File: config.mk
export PLATFORM = sky130hd
export DESIGN_NAME = dls_fifo
export DESIGN_NICKNAME = d
export VERILOG_FILES = /design/src/dls_fifo.sv
export SDC_FILE = /design/constraint.sdc
export NUM_CORES = 1
export LEC_CHECK = 0
export BUFFER_PORTS_ARGS = -buffer_cell sky130_fd_sc_hd__buf_2
export CORE_AREA = 2 2 64 66
export CTS_CLUSTER_SIZE = 8
export DETAILED_ROUTE_END_ITERATION = 10
export DIE_AREA = 0 0 66 68
export GPL_TIMING_DRIVEN = 0
export HOLD_SLACK_MARGIN = 0.05
export MAX_ROUTING_LAYER = met4
export PLACE_DENSITY_LB_ADDON = 0.3
export SETUP_SLACK_MARGIN = 0.1
export SLEW_MARGIN = 20
export SYNTH_ARGS = -nofsm -noshare
export SYNTH_HDL_FRONTEND = slang
export SYNTH_SLANG_ARGS = --single-unit
File: constraint.sdc
create_clock -name clk_i -period 2.6 [get_ports clk_i]
set_input_delay 0.39 -clock clk_i [delete_from_list [all_inputs] [get_ports clk_i]]
set_output_delay 0.39 -clock clk_i [all_outputs]
set_load 0.01 [all_outputs]
File: src/dls_fifo.sv
// Small register-based queue with occupancy count.
module dls_fifo #(
  parameter int unsigned WIDTH = 8,
  parameter int unsigned DEPTH = 4
) (
  input  logic                       clk_i,
  input  logic                       rst_ni,
  input  logic                       push_i,
  input  logic [WIDTH-1:0]           wdata_i,
  input  logic                       pop_i,
  output logic [WIDTH-1:0]           rdata_o,
  output logic                       empty_o,
  output logic [$clog2(DEPTH+1)-1:0] count_o
);

  localparam int unsigned PW = (DEPTH > 1) ? $clog2(DEPTH) : 1;
  localparam int unsigned CW = $clog2(DEPTH + 1);
  localparam logic [PW-1:0] PTR_LAST = PW'(DEPTH - 1);

  logic [WIDTH-1:0] mem_q [DEPTH];
  logic [PW-1:0]    wr_ptr_q, wr_ptr_d, rd_ptr_q, rd_ptr_d;
  logic [CW-1:0]    count_q, count_d;
  logic             do_pop;

  assign do_pop  = pop_i & (count_q != '0);
  assign empty_o = (count_q == '0);
  assign count_o = count_q;
  assign rdata_o = mem_q[rd_ptr_q];

  always_comb begin
    wr_ptr_d = wr_ptr_q;
    rd_ptr_d = rd_ptr_q;
    count_d  = count_q;
    if (push_i) begin
      wr_ptr_d = (wr_ptr_q == PTR_LAST) ? '0 : wr_ptr_q + 1'b1;
    end
    if (do_pop) begin
      rd_ptr_d = (rd_ptr_q == PTR_LAST) ? '0 : rd_ptr_q + 1'b1;
    end
    if (push_i && !do_pop) begin
      count_d = count_q + 1'b1;
    end else if (!push_i && do_pop) begin
      count_d = count_q - 1'b1;
    end
  end

  always_ff @(posedge clk_i or negedge rst_ni) begin
    if (!rst_ni) begin
      wr_ptr_q <= '0;
      rd_ptr_q <= '0;
      count_q  <= '0;
    end else begin
      wr_ptr_q <= wr_ptr_d;
      rd_ptr_q <= rd_ptr_d;
      count_q  <= count_d;
    end
  end

  always_ff @(posedge clk_i) begin
    if (push_i) begin
      mem_q[wr_ptr_q] <= wdata_i;
    end
  end

endmodule

# After elaboration in Yosys (flattened, before gate mapping)
# Memories as Yosys holds them, arrays and structs flattened.
# Index checks and enable logic that the tools add are counted.
# W data, S select, Z words.
op_classes:
  n_bitwise: 1
  add_sub_neg: 4
  muxes: 6
  reduce_logical: 7
  eq_ne: 2
ops:
  columns: ["op", "n"]
  rows:
  - ["$mux W3", 2]
  - ["$add A2 B1 Y2 const B", 2]
  - ["$eq A2 B2 Y1 const B", 2]
  - ["$mux W2", 2]
  - ["$add A3 B1 Y3 const B", 1]
  - ["$logic_not A3 Y1", 1]
  - ["$reduce_bool A3 Y1", 1]
  - ["$sub A3 B1 Y3 const B", 1]
  - ["$logic_and A1 B1 Y1", 2]
  - ["$logic_not A1 Y1", 2]
  - ["$mux W1", 2]
  - ["$reduce_bool A2 Y1", 1]
  - ["$and A1 B1 Y1", 1]
totals:
  mem_count: 1
  ram_bits: 32
  wordCells: 24
  reg_bits: 7
  inputBits: 12
  output_inout_bits: 12
mem_list:
  columns: ["name", "depth", "word_bits", "rd", "rd_clocked_by_memory_dff", "write_ports", "line", "source"]
  rows:
  - ["mem_q", 4, 8, 1, 0, 1, "20", "logic [WIDTH-1:0] mem_q [DEPTH];"]

# Longest topological paths before layout
logic_depth:
  ltp_word: 5
  ltp_mapped: 7
  depth_no_buf: 7

# Worst setup path after synthesis
# Ideal clock, no wire load.
synth_path:
  kind: "reg2reg"
  start: "register count_q[1], in the netlist count_o[1]"
  end: "register count_q[2], in the netlist count_o[2]"
  setup_time_ps: 79
  synth_period_minus_slack_ps: 1901
  path_slack_ps: 699
  arrival_time_ps: 1822
  path_buffers: 0
  required_time_ps: 2521
  stages_incl_launch_ff: 8
  path_cell_list: "dfrtp_1 o31ai_4 ha_1 inv_1 fa_1 xor2_1 nor2_1 xor2_1"
synth_between:
  elab_chain_len: 5
  elab_cells_between_ends: 10
  cone_classes: "2 x add/sub; 2 x mux; 1 x bitwise; 5 x reduce/logical"
synth_rtl:
  columns: ["element", "line", "source"]
  rows:
  - ["start, declared", "22", "logic [CW-1:0] count_q, count_d;"]
  - ["start signal, assigned", "55", "count_q <= count_d;"]
  - ["branches (longest 5 deep; another with $sub A3 B1 Y3)", null, null]
# Parallel ways; which one is timed is not known. The select of a mux whose other input is x is not followed.
# A chain may end at the register's enable or synchronous reset.

# Final worst setup path
# Same ends and word-level chain as after synthesis.

==> impl_metrics.yaml <==
timing:
  fmax_mhz: 501
  worst_slew_pin_slew_ps: 454
  min_period_ps: 2000
  fin_crit_sh_pct: 76.8
  finalSetupViolCount: 0
  finalHoldViolCount: 0
  slew_headroom_pct: 69.7
  fin_setup_tns_ps: 0
  clock_skew_ps: 5.66
  slew_violations: 0
  hold_slack_ps: 319
  rsz0062_at_grt: "no"
power:
  p_leak_nw: 0.712
  clkPwrFrac_pct: 24.1
  total_power_mw: 2.05
  p_switching_uw: 608
  p_int_mw: 1.44
  ir_worst_vdd_uv: 546
  comb_power_share_pct: 31.7
  p_sw_share_pct: 29.6
  pwr-share-seq_pct: 44.2
  powerDensity_mw_per_mm2: 1090
grt:
  antenna_found_initial: 0
  grt_use_met1_pct: 14.6
  grt_use_met3_pct: 5.43
  grt_pass1_vias: 840
  grt_overflow: 0
  gr-max-usage-layer: "met2"
  grt_pass1_wl_um: 3970
  grt.total_usage_pct: 13.2
  grt_max_degree: 15
  grtUsageMet2_pct: 21.8
outcome:
  status: "finished clean"
clocking:
  cts_tree: "done"
  cts_max_level: 2
  cts_root_buffer: "clkbuf_8"
  numCtsBuffers: 5
  clk_pin_slew_ps: 80
  clkSinkCount: 39
  cts_buffer_depth: 2
  clock_latency_ps: 280
route:
  first_pass_iters: 4
  drt-total-wl_um: 2290
  ant_nets: 0
  dr_total_vias: 760
  post_drt_wl_per_cell_um: 14.3
  via_per_inst: 4.75
  drtIter0Drc: 25
  route.detailed.drc: 0
critical_path:
  crit_path_start_kind: "flip-flop"
  cp_slowest_cell: "dfrtp_1"
  crit_path_end_kind: "flip-flop"
  cp_data_arrival_time_ps: 2200
  cp_common_cell: "xor2_1"
  critical_path.cell_chain: "o31ai_4 > ha_1 > inv_1 > fa_1 > xor2_1 > nor2_1 > xor2_1"
  critPathKind: "flip-flop to flip-flop"
  required_ps: 2810
  crit_fanout: 5
  cpPeakStageDelay_ps: 460
finish:
  instances_no_fill: 160
  finalNetCount: 128
  mostFrequentLayoutCell: "edfxtp_1"
  drive_above_1_share_pct: 40.9
  diodes: 0
  final_util_pct: 48.9
  mostFrequentLayoutCells: "32 x edfxtp_1, 23 x buf_2, 8 x mux4_2, 7 x dfrtp_1, 6 x ha_1"
  area_growth_pct: 19.1
  nFillCells: 350
yosys:
  synth_area_leaders: "edfxtp_1 61%, mux4_2 11%, dfrtp_1 11%"
  yosysTopAreaCell: "edfxtp_1"
  synth_area_per_cell_um2: 20.3
  synth_seq_area_share_pct: 71.8
  syn_inst: 78
  netlist.area_leader.share_pct: 60.8
  synth-seq-cells: 39
  syn_nets: 97
  yosysWarnings: 0
  syn_area_mm2: 0.00158
  synth.distinct_cells: 19
floorplan:
  core_mm2: 0.00386
  core.rowCount: 23
  start_util_pct: 41.0
  die_w_um: 66
  dieArea_mm2: 0.00449
  fp.dieH_um: 68
  io_pins: 24
placement:
  dp_hpwl_um: 1660
  gp_congestion: 0.677
  port_buffers: 23
  placed_cells_incl_taps: 151
hold_path:
  min_path_type: "input port to flip-flop"
run:
  drv_cap: 0
## metal layers
metal  share of wire (%)  vias up
li1                    -      360
met1                  42      380
met2                  53       18
met3                 4.4        2
met4                0.61        0
met5                   0        -
## flip-flops by register name (all words and copies together), names as in the netlist
| name | flops |
|---|---|
| mem_q | 32 |
| rd_ptr_q | 2 |
| count_o | 3 |
| wr_ptr_q | 2 |
## power by group through the flow
stage	clock, mW	sequential [mW]	combinational, mW
CTS	0.510	0.910	0.672
finish	0.495	0.906	0.650
global placement	0	0.912	0.647
floorplan	0	0.919	0.452
global route	0.539	0.926	0.736
detailed placement	0	0.924	0.669
## logic make-up (layout without fill, tap and decap cells)
family | after synthesis | after routing | share of synthesized area [%]
compound gates | 4 | 4 | 2.53
xor+xnor | 3 | 3 | 1.66
fa+ha+maj | 7 | 7 | 6.01
buf+inv | 5 | 37 | 1.74
flops | 39 | 39 | 71.8
mux | 10 | 10 | 13.1
simple gates | 10 | 10 | 3.16
## final timing paths
path | slack, ps | cells past startpoint | start | endpoint
worst min-delay path | 320 | 1 | wdata_i[3] | mem_q[2][3]$_DFFE_PP_
max in group asynchronous | 1970 | 2 | rst_ni | rd_ptr_q[0]$_DFFE_PN0P_
worst max register to register | 600 | 7 | count_o[1]$_DFFE_PN0P_ | count_o[2]$_DFFE_PN0P_
worst min register to register | 570 | 1 | count_o[2]$_DFFE_PN0P_ | count_o[2]$_DFFE_PN0P_
worst max-delay path | 600 | 7 | count_o[1]$_DFFE_PN0P_ | count_o[2]$_DFFE_PN0P_
min in group asynchronous | 460 | 2 | rst_ni | count_o[0]$_DFFE_PN0P_
## area by class of cell
type	instances	area, µm²	area share, %
Clock inverter	3	46.3	2.46
Buffer	2	16.3	0.863
Multi-Input combinational cell	34	418	22.2
Clock buffer	5	68.8	3.65
Tap cell	50	62.6	3.32
Timing Repair Buffer	24	125	6.64
Sequential cell	39	1140	60.3
Inverter	3	11.3	0.598
## synthesized netlist by cell type
cell and number:
o21ai_0 2, o31ai_4 1, and2_1 4, buf_6 1
nand2_1 2, mux2_2 1, inv_1 3, dfrtp_1 7
xnor2_1 1, clkbuf_2 1, a21o_2 1, mux2_4 1
nor3_1 2, nor2_1 2, ha_1 6, xor2_1 2
mux4_2 8, edfxtp_1 32, fa_1 1
## critical path, delay by kind of cell (launching register included)
kind	cells	cell delay, ps
buffers and inverters	1	60
XOR/XNOR	2	320
flip-flops	1	460
adder cells (fa/ha/maj)	2	610
AND/OR/NAND/NOR	1	120
AO/OA/AOI/OAI	1	360
## repair_timing
| action | CTS | global route |
|---|---|---|
| hold buffers | 1 | 0 |
| resized for setup | 0 | 0 |
| buffers inserted | 0 | 0 |
| endpoints found under the hold margin | 7 | 0 |
## stage by stage
step           cell area (µm²)  worst slack [ps]
5_1_grt                   1880               418
3_5_place_dp              1760               602
3_3_place_gp              1760               651
2_1_floorplan             1580               699
6_report                  1880               603
4_1_cts                   1880               578
No activity file was read; power rests on OpenSTA's default activity.
