`src/dls_pkg.sv`:
```
// Shared types and constants of the diagonal lifting stencil.
package dls_pkg;

  localparam int unsigned SAMPLE_W    = 16;
  localparam int unsigned APB_AW      = 5;
  localparam int unsigned APB_DW      = 32;
  localparam int unsigned QUEUE_DEPTH = 4;
  localparam int unsigned OUT_DEPTH   = 8;
  localparam int unsigned QCNT_W      = $clog2(QUEUE_DEPTH + 1);
  localparam int unsigned RAW_SIZE_W  = 11;

  localparam logic signed [SAMPLE_W-1:0] COEF_UL_RST = 16'sd16384;
  localparam logic signed [SAMPLE_W-1:0] COEF_UR_RST = 16'sd12288;
  localparam logic signed [SAMPLE_W-1:0] COEF_DL_RST = 16'sd12288;
  localparam logic signed [SAMPLE_W-1:0] COEF_DR_RST = 16'sd9216;
  localparam logic [RAW_SIZE_W-1:0]      SIZE_RST    = 11'd1024;

  typedef enum logic [2:0] {
    REG_COEF_UL  = 3'd0,
    REG_COEF_UR  = 3'd1,
    REG_COEF_DL  = 3'd2,
    REG_COEF_DR  = 3'd3,
    REG_ADD_MODE = 3'd4,
    REG_WIDTH    = 3'd5,
    REG_HEIGHT   = 3'd6
  } reg_idx_e;

  typedef struct packed {
    logic signed [SAMPLE_W-1:0] up_left;
    logic signed [SAMPLE_W-1:0] up_right;
    logic signed [SAMPLE_W-1:0] down_left;
    logic signed [SAMPLE_W-1:0] down_right;
    logic                       add_mode;
  } coef_t;

  // One classified item: centre, its four diagonal neighbors and flags.
  typedef struct packed {
    logic signed [SAMPLE_W-1:0] centre;
    logic signed [SAMPLE_W-1:0] up_left;
    logic signed [SAMPLE_W-1:0] up_right;
    logic signed [SAMPLE_W-1:0] down_left;
    logic signed [SAMPLE_W-1:0] down_right;
    logic                       border;
    logic                       last;
  } win_t;

  typedef struct packed {
    logic signed [SAMPLE_W-1:0] value;
    logic                       last;
  } res_t;

endpackage

```
`src/dls_regs.sv`:
```
// APB configuration registers: weights, mode and clamped frame geometry.
module dls_regs #(
  parameter int unsigned MAX_WIDTH  = 1024,
  parameter int unsigned MAX_HEIGHT = 1024
) (
  input  logic                                   clk_i,
  input  logic                                   rst_ni,
  input  logic                                   psel,
  input  logic                                   penable,
  input  logic                                   pwrite,
  input  logic [dls_pkg::APB_AW-1:0]             paddr,
  input  logic [dls_pkg::APB_DW-1:0]             pwdata,
  output logic [dls_pkg::APB_DW-1:0]             prdata,
  output logic                                   pready,
  output dls_pkg::coef_t                         coef_o,
  output logic [$clog2(MAX_WIDTH+2)-1:0]         w_o,
  output logic [$clog2(MAX_WIDTH+2)-1:0]         wp1_o,
  output logic [$clog2(MAX_WIDTH+2)-1:0]         wm1_o,
  output logic [$clog2(MAX_HEIGHT+1)-1:0]        h_o,
  output logic [$clog2(MAX_HEIGHT+1)-1:0]        hm1_o
);

  import dls_pkg::*;

  localparam int unsigned CW    = $clog2(MAX_WIDTH + 2);
  localparam int unsigned RW    = $clog2(MAX_HEIGHT + 1);
  localparam int unsigned W_RST = (1024 > MAX_WIDTH) ? MAX_WIDTH : 1024;
  localparam int unsigned H_RST = (1024 > MAX_HEIGHT) ? MAX_HEIGHT : 1024;

  coef_t                 coef_q;
  logic [RAW_SIZE_W-1:0] w_raw_q, h_raw_q;
  logic [CW-1:0]         w_q, wp1_q, wm1_q;
  logic [RW-1:0]         h_q, hm1_q;
  logic                  wr_en;
  logic [2:0]            idx;
  logic [31:0]           w_new, h_new, raw_new;

  assign pready = 1'b1;
  assign wr_en  = psel & penable & pwrite;
  assign idx    = paddr[4:2];

  // Clamp sizes to 1..max as they are written, so the datapath sees them at once.
  assign raw_new = 32'(pwdata[RAW_SIZE_W-1:0]);
  assign w_new   = (raw_new == 32'd0) ? 32'd1 :
                   (raw_new > MAX_WIDTH) ? 32'(MAX_WIDTH) : raw_new;
  assign h_new   = (raw_new == 32'd0) ? 32'd1 :
                   (raw_new > MAX_HEIGHT) ? 32'(MAX_HEIGHT) : raw_new;

  always_ff @(posedge clk_i or negedge rst_ni) begin
    if (!rst_ni) begin
      coef_q.up_left    <= COEF_UL_RST;
      coef_q.up_right   <= COEF_UR_RST;
      coef_q.down_left  <= COEF_DL_RST;
      coef_q.down_right <= COEF_DR_RST;
      coef_q.add_mode   <= 1'b0;
      w_raw_q           <= SIZE_RST;
      h_raw_q           <= SIZE_RST;
      w_q               <= CW'(W_RST);
      wp1_q             <= CW'(W_RST + 1);
      wm1_q             <= CW'(W_RST - 1);
      h_q               <= RW'(H_RST);
      hm1_q             <= RW'(H_RST - 1);
    end else if (wr_en) begin
      case (idx)
        REG_COEF_UL:  coef_q.up_left    <= pwdata[SAMPLE_W-1:0];
        REG_COEF_UR:  coef_q.up_right   <= pwdata[SAMPLE_W-1:0];
        REG_COEF_DL:  coef_q.down_left  <= pwdata[SAMPLE_W-1:0];
        REG_COEF_DR:  coef_q.down_right <= pwdata[SAMPLE_W-1:0];
        REG_ADD_MODE: coef_q.add_mode   <= pwdata[0];
        REG_WIDTH: begin
          w_raw_q <= pwdata[RAW_SIZE_W-1:0];
          w_q     <= CW'(w_new);
          wp1_q   <= CW'(w_new + 32'd1);
          wm1_q   <= CW'(w_new - 32'd1);
        end
        REG_HEIGHT: begin
          h_raw_q <= pwdata[RAW_SIZE_W-1:0];
          h_q     <= RW'(h_new);
          hm1_q   <= RW'(h_new - 32'd1);
        end
        default: ;
      endcase
    end
  end

  always_comb begin
    case (idx)
      REG_COEF_UL:  prdata = APB_DW'(coef_q.up_left);
      REG_COEF_UR:  prdata = APB_DW'(coef_q.up_right);
      REG_COEF_DL:  prdata = APB_DW'(coef_q.down_left);
      REG_COEF_DR:  prdata = APB_DW'(coef_q.down_right);
      REG_ADD_MODE: prdata = APB_DW'(coef_q.add_mode);
      REG_WIDTH:    prdata = APB_DW'(w_raw_q);
      REG_HEIGHT:   prdata = APB_DW'(h_raw_q);
      default:      prdata = '0;
    endcase
  end

  assign coef_o = coef_q;
  assign w_o    = w_q;
  assign wp1_o  = wp1_q;
  assign wm1_o  = wm1_q;
  assign h_o    = h_q;
  assign hm1_o  = hm1_q;

endmodule

```
`config.mk`:
```
export PLATFORM = sky130hd
export DESIGN_NAME = dls_regs
export DESIGN_NICKNAME = d
export VERILOG_FILES = /design/src/dls_pkg.sv /design/src/dls_regs.sv
export SDC_FILE = /design/constraint.sdc
export NUM_CORES = 1
export LEC_CHECK = 0
export BUFFER_PORTS_ARGS = -buffer_cell sky130_fd_sc_hd__buf_2
export CORE_ASPECT_RATIO = 0.9
export CORE_MARGIN = 1.5
export CORE_UTILIZATION = 48
export CTS_BUF_LIST = sky130_fd_sc_hd__clkbuf_4 sky130_fd_sc_hd__clkbuf_8
export DETAILED_ROUTE_END_ITERATION = 10
export PLACE_DENSITY = 0.78
export SLEW_MARGIN = 20
export SYNTH_ARGS = -nofsm -noshare
export SYNTH_HDL_FRONTEND = slang
export SYNTH_SLANG_ARGS = --single-unit
```
`constraint.sdc`:
```
create_clock -name clk_i -period 3.3 [get_ports clk_i]
set_input_delay 0.99 -clock clk_i [delete_from_list [all_inputs] [get_ports clk_i]]
set_output_delay 0.99 -clock clk_i [all_outputs]
set_load 0.005 [all_outputs]
```
# [Word-level counts from Yosys, hierarchy flattened]
# Index checks and enable logic that the tools add are counted.
[op_classes] magnitude_cmp=1 addsub=2 n_mux=3 eq_ne=6 reduce_logical=9 bitwise_logic=2
[op_table] op="32-bit one-hot mux with 7 select lines" n=1
[op_table] op="32-bit logical NOT" n=1
[op_table] op="11-bit two-way mux" n=2
[op_table] op="2-bit AND reduction" n=7
[op_table] op="11-bit by 1-bit adder with 11-bit output, second input constant" n=1
[op_table] op="11-bit greater-than comparator, second input constant" n=1
[op_table] op="11-bit by 1-bit subtractor with 11-bit output, second input constant" n=1
[op_table] op="3-bit == test, second input constant" n=3
[op_table] op="3-bit by 2-bit == test with 1-bit output, second input constant" n=2
[op_table] op="3-bit by 1-bit == test with 1-bit output, second input constant" n=1
[op_table] op="3-bit logical NOT" n=1
[op_table] op="1-bit bitwise AND" n=2
[word_totals] output_inout_bits=153 reg_bits=142

# [Longest topological paths before layout]
[logic_depth] word_depth=4 mapped_depth=11

# [Least setup slack after synthesis]
# Ideal clock, no wire load.
[synth_timing] path_type="input to output" from="in paddr[2] in the netlist's numbering" to="out prdata[16] in the netlist's numbering" n_path_buf=2 required_ns=2.310 setup_slack_ns=-0.052 arrival_time_ns=2.362 cell_stages=4 path_cell_list="buf_4 mux4_2 nor2b_1 buf_4"
[synth_between] elab_chain_cells=2
[synth_rtl] item="start: declaration" line="dls_regs.sv:11" rtl="input logic [dls_pkg::APB_AW-1:0] paddr,"
[synth_rtl] item="3-bit == test, or another cell as far along" line="dls_regs.sv:87" rtl="case (idx)"
[synth_rtl] item="32-bit one-hot mux with 7 select lines (*)" line="dls_regs.sv:87"
[synth_rtl] item="end: declaration" line="dls_regs.sv:13" rtl="output logic [dls_pkg::APB_DW-1:0] prdata,"
# Every way passes the cells marked *; elsewhere a longest branch is shown, timed or not.

# [Final worst setup path]
[layout_timing] from="in paddr[2] in the netlist's numbering" to="out prdata[10] in the netlist's numbering"
# The elaborated chain is that of the path after synthesis.

==> flow_summary.ini <==
[min_path]
min_path_type = reg -> reg
min_to = w_o[10]
whs_path_depth = 2
min-delay-start = w_o[10]

[pwr]
pwr-share-comb_pct = 22.1
power_frac_clock_pct = 27.7
ir_drop_v = 0.000272
p_leak_uw = 0.00404
powerDensity_nw_per_um2 = 573
swShare_pct = 29.0
p_switching_uw = 1340
pwr-share-seq_pct = 50.2
internal_power_uw = 3290

[worst_setup_path]
path_delay_family = buffers and inverters
critPathMaxFanout = 7
cp.required_ns = 2.31
crit_chain = buf_2 -> buf_4 -> nor2b_1 -> buf_4 -> a221oi_1 -> o22ai_2 -> buf_2
slowest_delay_ns = 0.40
worstSetupStartpointType = input pin
crit_buf_inv = 4
reg2reg_depth = 1
arrival_ns = 2.32
r2r-start = coef_o[8]
cp-end-kind = output port
timing.rr.end = coef_o[8]
critPathKind = in -> out
crit_path_top_delay_cell = a221oi_1
r2r_slack_ns = 2.47

[grt]
grt_pass1_vias = 5249
grt_antenna_before_repair = 0
grt_pass1_wl_mm = 28.7
grt_max_degree = 73
grt_usage_pct = 26.1
grt.overflow.total = 0

[layout]
n_antenna_cell = 0
drive_above_1_share_pct = 50.3
final_common_cell = buf_2
layout_common_cells = 174 x buf_2, 109 x dfrtp_1, 104 x nand2_1, 72 x mux2_2, 41 x o21ai_0
syn2layout_area_growth_pct = 23.4
fin_nets = 798

[timing]
finalWorstSetupSlack_ns = -0.00741
maxSlewViolCount = 0
slew_headroom_pct = 42.6
period_minus_slack_ns = 3.31
finalHoldViolations = 0
setup_viol_count_final = 1
fin_crit_sh_pct = 100
hold_ws_ns = 0.461
skew_ns = 0
fmax_ghz = 0.302
tightest_slew_ns = 0.861

[routing]
drt_iter0_markers = 405
routed_wl_mm = 18.2
wl_per_cell_um = 19.5
remaining_drc_errors = 0
antenna_left = 0
num_vias = 5166
dr.pass1.iters = 5
via_per_inst = 5.53

[clock_network]
cts_tree = yes
post-cts-setup-buffers = 0
cts_buffer_depth = 2
clk_pin_slew_ns = 0.07
cts_root_buf = clkbuf_8
htree_levels = 4
insertion_delay_ns = 0.44
numCtsBuffers = 17
clock-sinks = 141

[placement]
hpwlAfterDp_mm = 13.2
port_buffers = 175
dp_slack_ns = 0.0207
gp_congestion = 0.892

[synthesis]
synth-edff-count = 0
synth_ff_type = dfrtp_1
yosysWarningCount = 0
syn_inst = 582
yosys_register_bits = 141
postSynthAreaPerCell_um2 = 11.3
syn_nets = 626
yosysSeqAreaShare_pct = 54.4
synth_area_um2 = 6560
synthDistinctLibCells = 54
async_reset_ff_share_pct = 100

[floorplan]
io-pin-count = 195
dieArea_um2 = 14400
row_count = 40
start_util_pct = 49.1
die_width_um = 126
die_h_um = 114
design.core.area_um2 = 13400

[flow_run]
drv_cap = 0

[status]
violations = negative setup slack
status = finished, violations left
==> per-layer routing <==
layer / global-route usage [%] / vias to the layer above / part of all wire [%]
li1: - / 2363 / -
met1: 36.0 / 2580 / 44
met2: 41.0 / 198 / 48
met3: 6.43 / 25 / 6.6
met4: 8.51 / 0 / 1.6
met5: 0 / - / 0
==> stage by stage <==
stage | cell area [µm²] | utilization, % | std cells | setup TNS [ns] | power, µW
global route | 8100 | 60.6 | 935 | -0.0791 | 4880
global placement | 7680 | 57.5 | 903 | 0 | 3300
finish | 8100 | 60.6 | 935 | -0.00741 | 4640
CTS | 8040 | 60.2 | 935 | 0 | 4640
floorplan | 6560 | - | 582 | 0 | 2830
detailed placement | 7680 | 57.5 | 903 | 0 | 3360
==> area by class of cell <==
| type | instances | area [µm²] |
|---|---|---|
| timing repair buffer | 214 | 1220 |
| sequential | 141 | 3570 |
| clock buffer | 23 | 292 |
| tap | 168 | 210 |
| inverter | 6 | 22.5 |
| fill | 1099 | 5260 |
| multi-input combinational | 374 | 2710 |
| clock inverter | 9 | 70.1 |
==> power by group through the flow <==
stage	Sequential, µW	Combinational, µW	Clock (µW)
after floorplan	2330	499	0
after global placement	2320	983	0
after detailed placement	2350	1020	0
after CTS	2320	1020	1300
after global routing	2370	1130	1380
final	2330	1020	1290
==> worst max path at each step <==
stage | cells after the start | to | from | slack (ns)
after floorplan | 4 | prdata[16] | paddr[2] | 0.21
after global placement | 7 | prdata[10] | paddr[2] | 0.05
after detailed placement | 7 | prdata[1] | paddr[2] | 0.02
after CTS | 7 | prdata[1] | paddr[2] | 0.02
after global routing | 7 | prdata[10] | paddr[2] | -0.08
final | 7 | prdata[10] | paddr[2] | -0.007
==> registers in the layout, indices dropped and copies added (netlist names) <==
name,cells
coef_o,65
h_o,11
h_raw_q,11
hm1_o,11
w_o,11
w_raw_q,11
wp1_o,11
wm1_o,10
==> synthesized netlist by cell type (3+ instances only) <==
master,instances,area [µm²]
dfrtp_1,109,2730
nand2_1,105,394
mux2_2,72,811
o21ai_0,41,205
dfstp_2,32,841
clkbuf_1,27,101
buf_4,19,143
nor2_1,18,67.6
a21oi_1,14,70.1
a22oi_1,12,90.1
buf_2,12,60.1
nand2b_1,11,68.8
nor2b_1,11,68.8
a221oi_1,10,87.6
mux4_2,10,225
inv_1,6,22.5
o22ai_1,6,37.5
nand3_1,5,25.0
nor3_1,5,25.0
o31ai_1,5,37.5
xnor2_1,5,43.8
xor2_1,4,35.0
a31oi_1,3,18.8
nand4_1,3,18.8
==> kinds of logic (layout without fill, tap and decap cells) <==
family | Yosys count | after routing | synth area share (%)
AO/OA/AOI/OAI | 103 | 103 | 10.1
XOR/XNOR | 9 | 9 | 1.20
adder cells (fa/ha/maj) | 2 | 2 | 0.381
buffers and inverters | 67 | 252 | 5.26
flip-flops | 141 | 141 | 54.4
multiplexers | 82 | 82 | 15.8
other | 1 | 1 | 0.0572
AND/OR/NAND/NOR | 177 | 177 | 12.8
==> repair_timing <==
action | 4_1_cts | 5_1_grt
setup endpoints to repair | 0 | 22
resized for setup | 0 | 11
hold buffers | 0 | 0
(Power assumes the default switching activity.)
