[src/dls_pkg.sv]
// Shared types and constants of the diagonal lifting stencil.
package dls_pkg;

  localparam int unsigned SAMPLE_W    = 16;
  localparam int unsigned APB_AW      = 5;
  localparam int unsigned APB_DW      = 32;
  localparam int unsigned QUEUE_DEPTH = 4;
  localparam int unsigned OUT_DEPTH   = 8;
  localparam int unsigned QCNT_W      = $clog2(QUEUE_DEPTH + 1);
  localparam int unsigned RAW_SIZE_W  = 11;

  localparam logic signed [SAMPLE_W-1:0] COEF_UL_RST = 16'sd16384;
  localparam logic signed [SAMPLE_W-1:0] COEF_UR_RST = 16'sd12288;
  localparam logic signed [SAMPLE_W-1:0] COEF_DL_RST = 16'sd12288;
  localparam logic signed [SAMPLE_W-1:0] COEF_DR_RST = 16'sd9216;
  localparam logic [RAW_SIZE_W-1:0]      SIZE_RST    = 11'd1024;

  typedef enum logic [2:0] {
    REG_COEF_UL  = 3'd0,
    REG_COEF_UR  = 3'd1,
    REG_COEF_DL  = 3'd2,
    REG_COEF_DR  = 3'd3,
    REG_ADD_MODE = 3'd4,
    REG_WIDTH    = 3'd5,
    REG_HEIGHT   = 3'd6
  } reg_idx_e;

  typedef struct packed {
    logic signed [SAMPLE_W-1:0] up_left;
    logic signed [SAMPLE_W-1:0] up_right;
    logic signed [SAMPLE_W-1:0] down_left;
    logic signed [SAMPLE_W-1:0] down_right;
    logic                       add_mode;
  } coef_t;

  // One classified item: centre, its four diagonal neighbors and flags.
  typedef struct packed {
    logic signed [SAMPLE_W-1:0] centre;
    logic signed [SAMPLE_W-1:0] up_left;
    logic signed [SAMPLE_W-1:0] up_right;
    logic signed [SAMPLE_W-1:0] down_left;
    logic signed [SAMPLE_W-1:0] down_right;
    logic                       border;
    logic                       last;
  } win_t;

  typedef struct packed {
    logic signed [SAMPLE_W-1:0] value;
    logic                       last;
  } res_t;

endpackage

[src/dls_fifo.sv]
// Small register-based queue with occupancy count.
module dls_fifo #(
  parameter int unsigned WIDTH = 8,
  parameter int unsigned DEPTH = 4
) (
  input  logic                       clk_i,
  input  logic                       rst_ni,
  input  logic                       push_i,
  input  logic [WIDTH-1:0]           wdata_i,
  input  logic                       pop_i,
  output logic [WIDTH-1:0]           rdata_o,
  output logic                       empty_o,
  output logic [$clog2(DEPTH+1)-1:0] count_o
);

  localparam int unsigned PW = (DEPTH > 1) ? $clog2(DEPTH) : 1;
  localparam int unsigned CW = $clog2(DEPTH + 1);
  localparam logic [PW-1:0] PTR_LAST = PW'(DEPTH - 1);

  logic [WIDTH-1:0] mem_q [DEPTH];
  logic [PW-1:0]    wr_ptr_q, wr_ptr_d, rd_ptr_q, rd_ptr_d;
  logic [CW-1:0]    count_q, count_d;
  logic             do_pop;

  assign do_pop  = pop_i & (count_q != '0);
  assign empty_o = (count_q == '0);
  assign count_o = count_q;
  assign rdata_o = mem_q[rd_ptr_q];

  always_comb begin
    wr_ptr_d = wr_ptr_q;
    rd_ptr_d = rd_ptr_q;
    count_d  = count_q;
    if (push_i) begin
      wr_ptr_d = (wr_ptr_q == PTR_LAST) ? '0 : wr_ptr_q + 1'b1;
    end
    if (do_pop) begin
      rd_ptr_d = (rd_ptr_q == PTR_LAST) ? '0 : rd_ptr_q + 1'b1;
    end
    if (push_i && !do_pop) begin
      count_d = count_q + 1'b1;
    end else if (!push_i && do_pop) begin
      count_d = count_q - 1'b1;
    end
  end

  always_ff @(posedge clk_i or negedge rst_ni) begin
    if (!rst_ni) begin
      wr_ptr_q <= '0;
      rd_ptr_q <= '0;
      count_q  <= '0;
    end else begin
      wr_ptr_q <= wr_ptr_d;
      rd_ptr_q <= rd_ptr_d;
      count_q  <= count_d;
    end
  end

  always_ff @(posedge clk_i) begin
    if (push_i) begin
      mem_q[wr_ptr_q] <= wdata_i;
    end
  end

endmodule

[src/dls_back.sv]
// Back end: weighted diagonal sum, lifting add or subtract, rounding, saturation; border pixels pass the centre.
module dls_back (
  input  logic                                clk_i,
  input  logic                                rst_ni,
  input  dls_pkg::coef_t                      coef_i,
  input  logic                                win_empty_i,
  input  dls_pkg::win_t                       win_i,
  output logic                                win_pop_o,
  output logic                                empty,
  input  logic                                pop,
  output logic signed [dls_pkg::SAMPLE_W-1:0] value_o,
  output logic                                last_of_frame_o
);

  import dls_pkg::*;

  localparam int unsigned OCW = $clog2(OUT_DEPTH + 1);

  logic [OCW-1:0] ocount;
  logic           credit_ok;
  res_t           a_res, head;

  // Multiply stage.
  logic                       m_v_q;
  logic signed [31:0]         m_p_q [4];
  logic signed [SAMPLE_W-1:0] m_centre_q;
  logic                       m_border_q, m_last_q;

  // Pair-sum stage.
  logic                       s_v_q;
  logic signed [32:0]         s_lo_q, s_hi_q;
  logic signed [34:0]         s_base_q;
  logic signed [SAMPLE_W-1:0] s_centre_q;
  logic                       s_border_q, s_last_q;

  // Result stage.
  logic                       a_v_q;
  logic signed [SAMPLE_W-1:0] a_value_q;
  logic                       a_last_q;

  logic signed [34:0]         sum, total;
  logic signed [20:0]         scaled;
  logic signed [SAMPLE_W-1:0] sat;

  // Only start an item when the output queue can take everything in flight.
  assign credit_ok = (32'(ocount) + 32'(m_v_q) + 32'(s_v_q) + 32'(a_v_q)) < OUT_DEPTH;
  assign win_pop_o = ~win_empty_i & credit_ok;

  assign sum    = 35'(s_lo_q) + 35'(s_hi_q);
  assign total  = coef_i.add_mode ? (s_base_q + sum) : (s_base_q - sum);
  assign scaled = total[34:14];

  always_comb begin
    if (scaled[20:15] == {6{scaled[15]}}) begin
      sat = scaled[15:0];
    end else if (scaled[20]) begin
      sat = 16'sh8000;
    end else begin
      sat = 16'sh7FFF;
    end
  end

  always_ff @(posedge clk_i or negedge rst_ni) begin
    if (!rst_ni) begin
      m_v_q <= 1'b0;
      s_v_q <= 1'b0;
      a_v_q <= 1'b0;
    end else begin
      m_v_q <= win_pop_o;
      s_v_q <= m_v_q;
      a_v_q <= s_v_q;
    end
  end

  always_ff @(posedge clk_i) begin
    if (win_pop_o) begin
      m_p_q[0]   <= 32'($signed(win_i.up_left))    * 32'($signed(coef_i.up_left));
      m_p_q[1]   <= 32'($signed(win_i.up_right))   * 32'($signed(coef_i.up_right));
      m_p_q[2]   <= 32'($signed(win_i.down_left))  * 32'($signed(coef_i.down_left));
      m_p_q[3]   <= 32'($signed(win_i.down_right)) * 32'($signed(coef_i.down_right));
      m_centre_q <= win_i.centre;
      m_border_q <= win_i.border;
      m_last_q   <= win_i.last;
    end
    if (m_v_q) begin
      s_lo_q     <= 33'(m_p_q[0]) + 33'(m_p_q[1]);
      s_hi_q     <= 33'(m_p_q[2]) + 33'(m_p_q[3]);
      // centre in Q.14 plus half an output step for rounding
      s_base_q   <= {{5{m_centre_q[SAMPLE_W-1]}}, m_centre_q, 14'h2000};
      s_centre_q <= m_centre_q;
      s_border_q <= m_border_q;
      s_last_q   <= m_last_q;
    end
    if (s_v_q) begin
      a_value_q <= s_border_q ? s_centre_q : sat;
      a_last_q  <= s_last_q;
    end
  end

  assign a_res.value = a_value_q;
  assign a_res.last  = a_last_q;

  dls_fifo #(
    .WIDTH ($bits(res_t)),
    .DEPTH (OUT_DEPTH)
  ) u_out_q (
    .clk_i   (clk_i),
    .rst_ni  (rst_ni),
    .push_i  (a_v_q),
    .wdata_i (a_res),
    .pop_i   (pop),
    .rdata_o (head),
    .empty_o (empty),
    .count_o (ocount)
  );

  assign value_o         = head.value;
  assign last_of_frame_o = head.last;

endmodule

[config.mk]
export PLATFORM = sky130hd
export DESIGN_NAME = dls_back
export DESIGN_NICKNAME = d
export VERILOG_FILES = /design/src/dls_pkg.sv /design/src/dls_fifo.sv /design/src/dls_back.sv
export SDC_FILE = /design/constraint.sdc
export NUM_CORES = 2
export LEC_CHECK = 0
export ABC_AREA = 1
export BUFFER_PORTS_ARGS = -buffer_cell sky130_fd_sc_hd__buf_4
export CAP_MARGIN = 20
export CORE_ASPECT_RATIO = 0.9
export CORE_MARGIN = 2
export CORE_UTILIZATION = 29
export DETAILED_ROUTE_END_ITERATION = 7
export PLACE_DENSITY_LB_ADDON = 0.1
export SLEW_MARGIN = 5
export SYNTH_ARGS = -nofsm -noshare
export SYNTH_HDL_FRONTEND = slang
export SYNTH_SLANG_ARGS = --single-unit
[constraint.sdc]
create_clock -name clk_i -period 33.5 [get_ports clk_i]
set_input_delay 1.675 -clock clk_i [delete_from_list [all_inputs] [get_ports clk_i]]
set_output_delay 1.675 -clock clk_i [all_outputs]
set_load 0.02 [all_outputs]
# Yosys cells after proc, flatten, opt, wreduce, memory -nomap -nowiden
# Memory sizes are Yosys's and may differ from the RTL's.
# Index checks and enable logic that the tools add are counted.
dict set report op_classes {
  add_sub_neg 12
  multipliers 4
  n_div 0
  magnitude_cmp 1
  eq_ne 3
  shift 0
  mux 12
  bitwise_logic 3
  n_reduce_logical 7
}
# operator n
set ops {}
lappend ops {{$mul A16 B16 Y32} 4}
lappend ops {{$add A32 B32 Y33} 2}
lappend ops {{$mux W16} 3}
lappend ops {{$add A30 B34 Y35} 1}
lappend ops {{$mux W35} 1}
lappend ops {{$sub A30 B34 Y35} 1}
lappend ops {{$add A33 B33 Y34} 1}
lappend ops {{$mux W4} 2}
lappend ops {{$add A6 B1 Y7} 1}
lappend ops {{$lt A7 B4 Y1 const B} 1}
lappend ops {{$add A3 B1 Y3 const B} 2}
lappend ops {{$add A5 B1 Y6} 1}
lappend ops {{$eq A3 B3 Y1 const B} 2}
lappend ops {{$mux W3} 2}
lappend ops {{$add A4 B1 Y5} 1}
lappend ops {{$eq A5 B5 Y1} 1}
lappend ops {{$add A4 B1 Y4 const B} 1}
lappend ops {{$logic_not A4 Y1} 1}
lappend ops {{$mux W1} 4}
lappend ops {{$reduce_bool A4 Y1} 1}
lappend ops {{$sub A4 B1 Y4 const B} 1}
lappend ops {{$and A1 B1 Y1} 2}
lappend ops {{$logic_and A1 B1 Y1} 2}
lappend ops {{$logic_not A1 Y1} 2}
lappend ops {{2 further kinds} 2}
dict set report word_totals {
  register_bits 148
  latch_bits 0
  mem_bits_rw 264
  rom_bits 0
  inputBits 151
  output_inout_bits 19
  wordCells 61
  n_memories 2
}
# memory depth word_bits read_ports rd_clocked_by_memory_dff write_ports line
set memory_table {}
lappend memory_table {u_out_q.mem_q 8 17 1 0 1 dls_fifo.sv:20} ;# logic [WIDTH-1:0] mem_q [DEPTH];
lappend memory_table {m_p_q 4 32 4 0 4 dls_back.sv:25} ;# logic signed [31:0] m_p_q [4];

# Depth between registers and ports, before layout
dict set report logic_depth {
  word_depth 7
  depth_mapped 43
  ltp_nobuf 42
}

# Hierarchy
# From an unflattened synthesis, not the netlist that was laid out.
dict set report unflattened {
  cells_unflattened 7356
  area_unflattened_um2 62130.8
}
# mod n_inst cells_each area_per_inst_um2 seq_area_each_um2
set modules_own_cells {}
lappend modules_own_cells {dls_back 1 6690 55688.4 7492.2}
lappend modules_own_cells {dls_fifo 1 666 6442.4 4334.2}

# Worst setup path before layout
# OpenSTA, ideal clock, no wires.
dict set report synth_path {
  path_type {reg-to-output}
  start {register m_v_q}
  end {output win_pop_o}
  t_arrival_ps 10415
  t_required_ps 31825
  path_slack_ps 21410
  stages_incl_launch_ff 4
  path_buffers 0
  cell_sequence {dfrtp_1 -> fa_1 -> a311o_1 -> a21oi_1}
}
dict set report synth_via {
  elab_chain_cells 5
}
# element line
set synth_lines {}
lappend synth_lines {{start: declaration} dls_back.sv:24} ;# logic m_v_q;
lappend synth_lines {{start signal: assignment} dls_back.sv:69} ;# m_v_q <= win_pop_o;
lappend synth_lines {{$add A4 B1 Y5} dls_back.sv:46} ;# assign credit_ok = (32'(ocount) + 32'(m_v_q) + 32'(s_v_q) + 32'(a_v_q)) < OUT_DEPTH;
lappend synth_lines {{$add A5 B1 Y6} dls_back.sv:46}
lappend synth_lines {{$add A6 B1 Y7} dls_back.sv:46}
lappend synth_lines {{$lt A7 B4 Y1} dls_back.sv:46}
lappend synth_lines {{$and A1 B1 Y1} dls_back.sv:47} ;# assign win_pop_o = ~win_empty_i & credit_ok;
lappend synth_lines {{end: declaration} dls_back.sv:8} ;# output logic win_pop_o,
# Every way passes these cells.

==> out/summary.txt <==
crit share post-route -> 21.7%
Max Transition Viols Final -> 0
initial antenna violation count -> 1
# setup viols final -> 0
CP endpoint kind -> flop
most frequent cells in the layout -> 1,904 x inv_1, 1,483 x nand2_1, 1,055 x fa_1
worst hold-check path type -> reg2reg
initial core utilization -> 29.1%
Hold WS -> 0.404 ns
Post-synth EDFFs -> 383
CP max stage delay -> 0.54 ns
Post-Synthesis Cells -> 7,117
Die W -> 489 µm
nature of the critical path startpoint -> primary input
placeable core region -> 0.211 mm²
ANT cells -> 0
CP Data Arrival Time -> 7.64 ns
gr usage total -> 16.6%
1st-iter DRT viols -> 2,340
post-synthesis sequential area ratio -> 19.3%
WP data required -> 33.88 ns
clock sink count -> 396
Skew-Pair Late Insertion Delay -> 0.64 ns
Final Hold Vio Count -> 0
most frequent CP cell -> nand2_1
YS warnings -> 0
final net count -> 8,767
Yosys top cell area share -> 34.4%
Worst-path clk slew -> 0.06 ns
H-tree levels -> 2
CTS max path bufs -> 3
Reg2Reg Depth -> 34
CP max FO -> 16
Num CTS Buffers -> 48
Post-Route Setup TNS -> 0 ns
status -> completed
Cells on Worst Hold Path -> 0
Max-Cap Viols -> 0
Initial DRT Pass Iterations -> 6
Clock Skew -> 0.0476 ns
RSZ-0062 raised after global routing -> no
post-CTS setup buffers -> 0
number of port buffers -> 169
mean post-synth cell area -> 8.62 µm²
post-CTS sizing -> 0
fmax -> 138 MHz
filler instances -> 22,300
Max stage delay cell, worst path -> fa_1
Hold Buf Count CTS -> 0
commonest non-fill, non-tap cell in the layout -> inv_1
cell taking the most area after synthesis -> fa_1
Area Growth Syn to Fin -> 8.77%
CTS tree -> done
post-route minimum period -> 7.26 ns
gpl congestion -> 0.867
Overflow after GRT -> 0
Antenna Nets Post-Route -> 0
cell area after synthesis -> 0.0614 mm²
vias in the first global route -> 47,300
hpwl dp -> 141 mm
Mapped Nets -> 8,804
#FFs+latches synth -> 396
Via density -> 4.41
commonest register cell after synthesis -> edfxtp_1
Worst-Margin Slew -> 0.898 ns
Die H -> 440 µm
WL final -> 173 mm
ranking of synthesized cells by area -> fa_1 34%, edfxtp_1 19%, inv_1 12%
relative slew slack -> 39.7%
io pins -> 170
post-synth cell types -> 53
share of cells above drive strength 1 -> 4.43%
largest net degree at the start of global routing -> 71
Wirelength per Cell -> 17.4 µm
die area -> 0.215 mm²
wire length of the first global-routing pass -> 277 mm
via count -> 43,900
Core Rows -> 160
# DRC -> 0
clock root buffer master -> clkbuf_16
Post-synth ARST share -> 3.28%
crit path kind -> in2reg
-- worst max-delay path: cells and delay by family --
family | cells | cell delay, ns
buf+inv | 6 | 0.46
fa+ha+maj | 7 | 3.01
compound gates | 8 | 1.98
simple gates | 7 | 0.51
-- layer usage --
metal | up-vias | GRT usage, % | wire, µm
met5 | - | 0 | 0
met4 | 0 | 2.80 | 2700
met3 | 142 | 1.39 | 5240
met2 | 619 | 28.2 | 83000
met1 | 22100 | 23.2 | 82400
li1 | 21100 | - | -
-- cell type report --
cell class | instances | area [µm²] | area share [%]
Sequential cell | 396 | 11800 | 17.7
Multi-Input combinational cell | 4538 | 41300 | 61.9
Inverter | 1909 | 7170 | 10.7
Clock inverter | 31 | 244 | 0.365
Clock buffer | 54 | 1220 | 1.83
Timing Repair Buffer | 187 | 1400 | 2.10
Tap cell | 2835 | 3550 | 5.31
-- flip-flops by register name, indices dropped and copies added, names as in the netlist --
signal and cells:
u_out_q.rd_ptr_q 3, m_centre_q 16, a_v_q 1, s_base_q 16, a_value_q 16, m_border_q 1
m_v_q 1, s_v_q 1, m_p_q 128, a_last_q 1, s_last_q 1, u_out_q.count_o 4
s_lo_q 33, s_border_q 1, m_last_q 1, u_out_q.mem_q 136, s_hi_q 33, u_out_q.wr_ptr_q 3
-- per-stage QoR --
step                instances  area, µm²  util (%)  setup slack (ns)
floorplan                7117      61400         -             21.41
global placement         9865      65300      31.0             25.63
detailed placement       9865      65300      31.0             25.63
CTS                      9950      66800      31.7             26.28
global route             9950      66800      31.7             25.75
finish                   9950      66800      31.7             26.24
-- Yosys cell counts, types with 4 or more instances --
| cell type | count |
|---|---|
| inv_1 | 1904 |
| nand2_1 | 1483 |
| fa_1 | 1055 |
| ha_1 | 481 |
| edfxtp_1 | 383 |
| nor2_1 | 355 |
| a21oi_1 | 284 |
| clkbuf_1 | 258 |
| o21ai_0 | 201 |
| xor2_1 | 150 |
| nand3_1 | 115 |
| xnor2_1 | 99 |
| a31oi_1 | 48 |
| nand4_1 | 47 |
| nor3_1 | 24 |
| or2_2 | 23 |
| a21boi_0 | 19 |
| nand2_2 | 19 |
| o21a_1 | 17 |
| o22ai_1 | 17 |
| o21ai_1 | 15 |
| dfrtp_1 | 13 |
| o211ai_1 | 13 |
| a21boi_1 | 10 |
| o21bai_1 | 10 |
| a21o_1 | 9 |
| nor4_1 | 7 |
| buf_1 | 6 |
| buf_2 | 6 |
| a211oi_1 | 5 |
| nor2_2 | 5 |
| inv_2 | 4 |
-- cells by family after synthesis --
family / synth area share, %
AND/OR/NAND/NOR: 13.6
XOR/XNOR: 3.55
adder cells (fa/ha/maj): 44.2
AO/OA/AOI/OAI: 5.99
flip-flops: 19.3
buffers and inverters: 13.4
-- final timing paths --
kind	end	from	slack, ns
max	m_p_q[1][29]	win_i[40]	26.24
min	s_base_q[26]	m_centre_q[12]	0.40
max reg2reg	a_value_q[1]	s_hi_q[0]	26.96
min reg2reg	s_base_q[26]	m_centre_q[12]	0.40
max in group asynchronous	m_v_q	rst_ni	32.40
min in group asynchronous	u_out_q.wr_ptr_q[1]	rst_ni	0.91
Power is left out: the tool's default activity adds up to more than one toggle a clock period on the data nets, which glitch-free logic cannot reach.
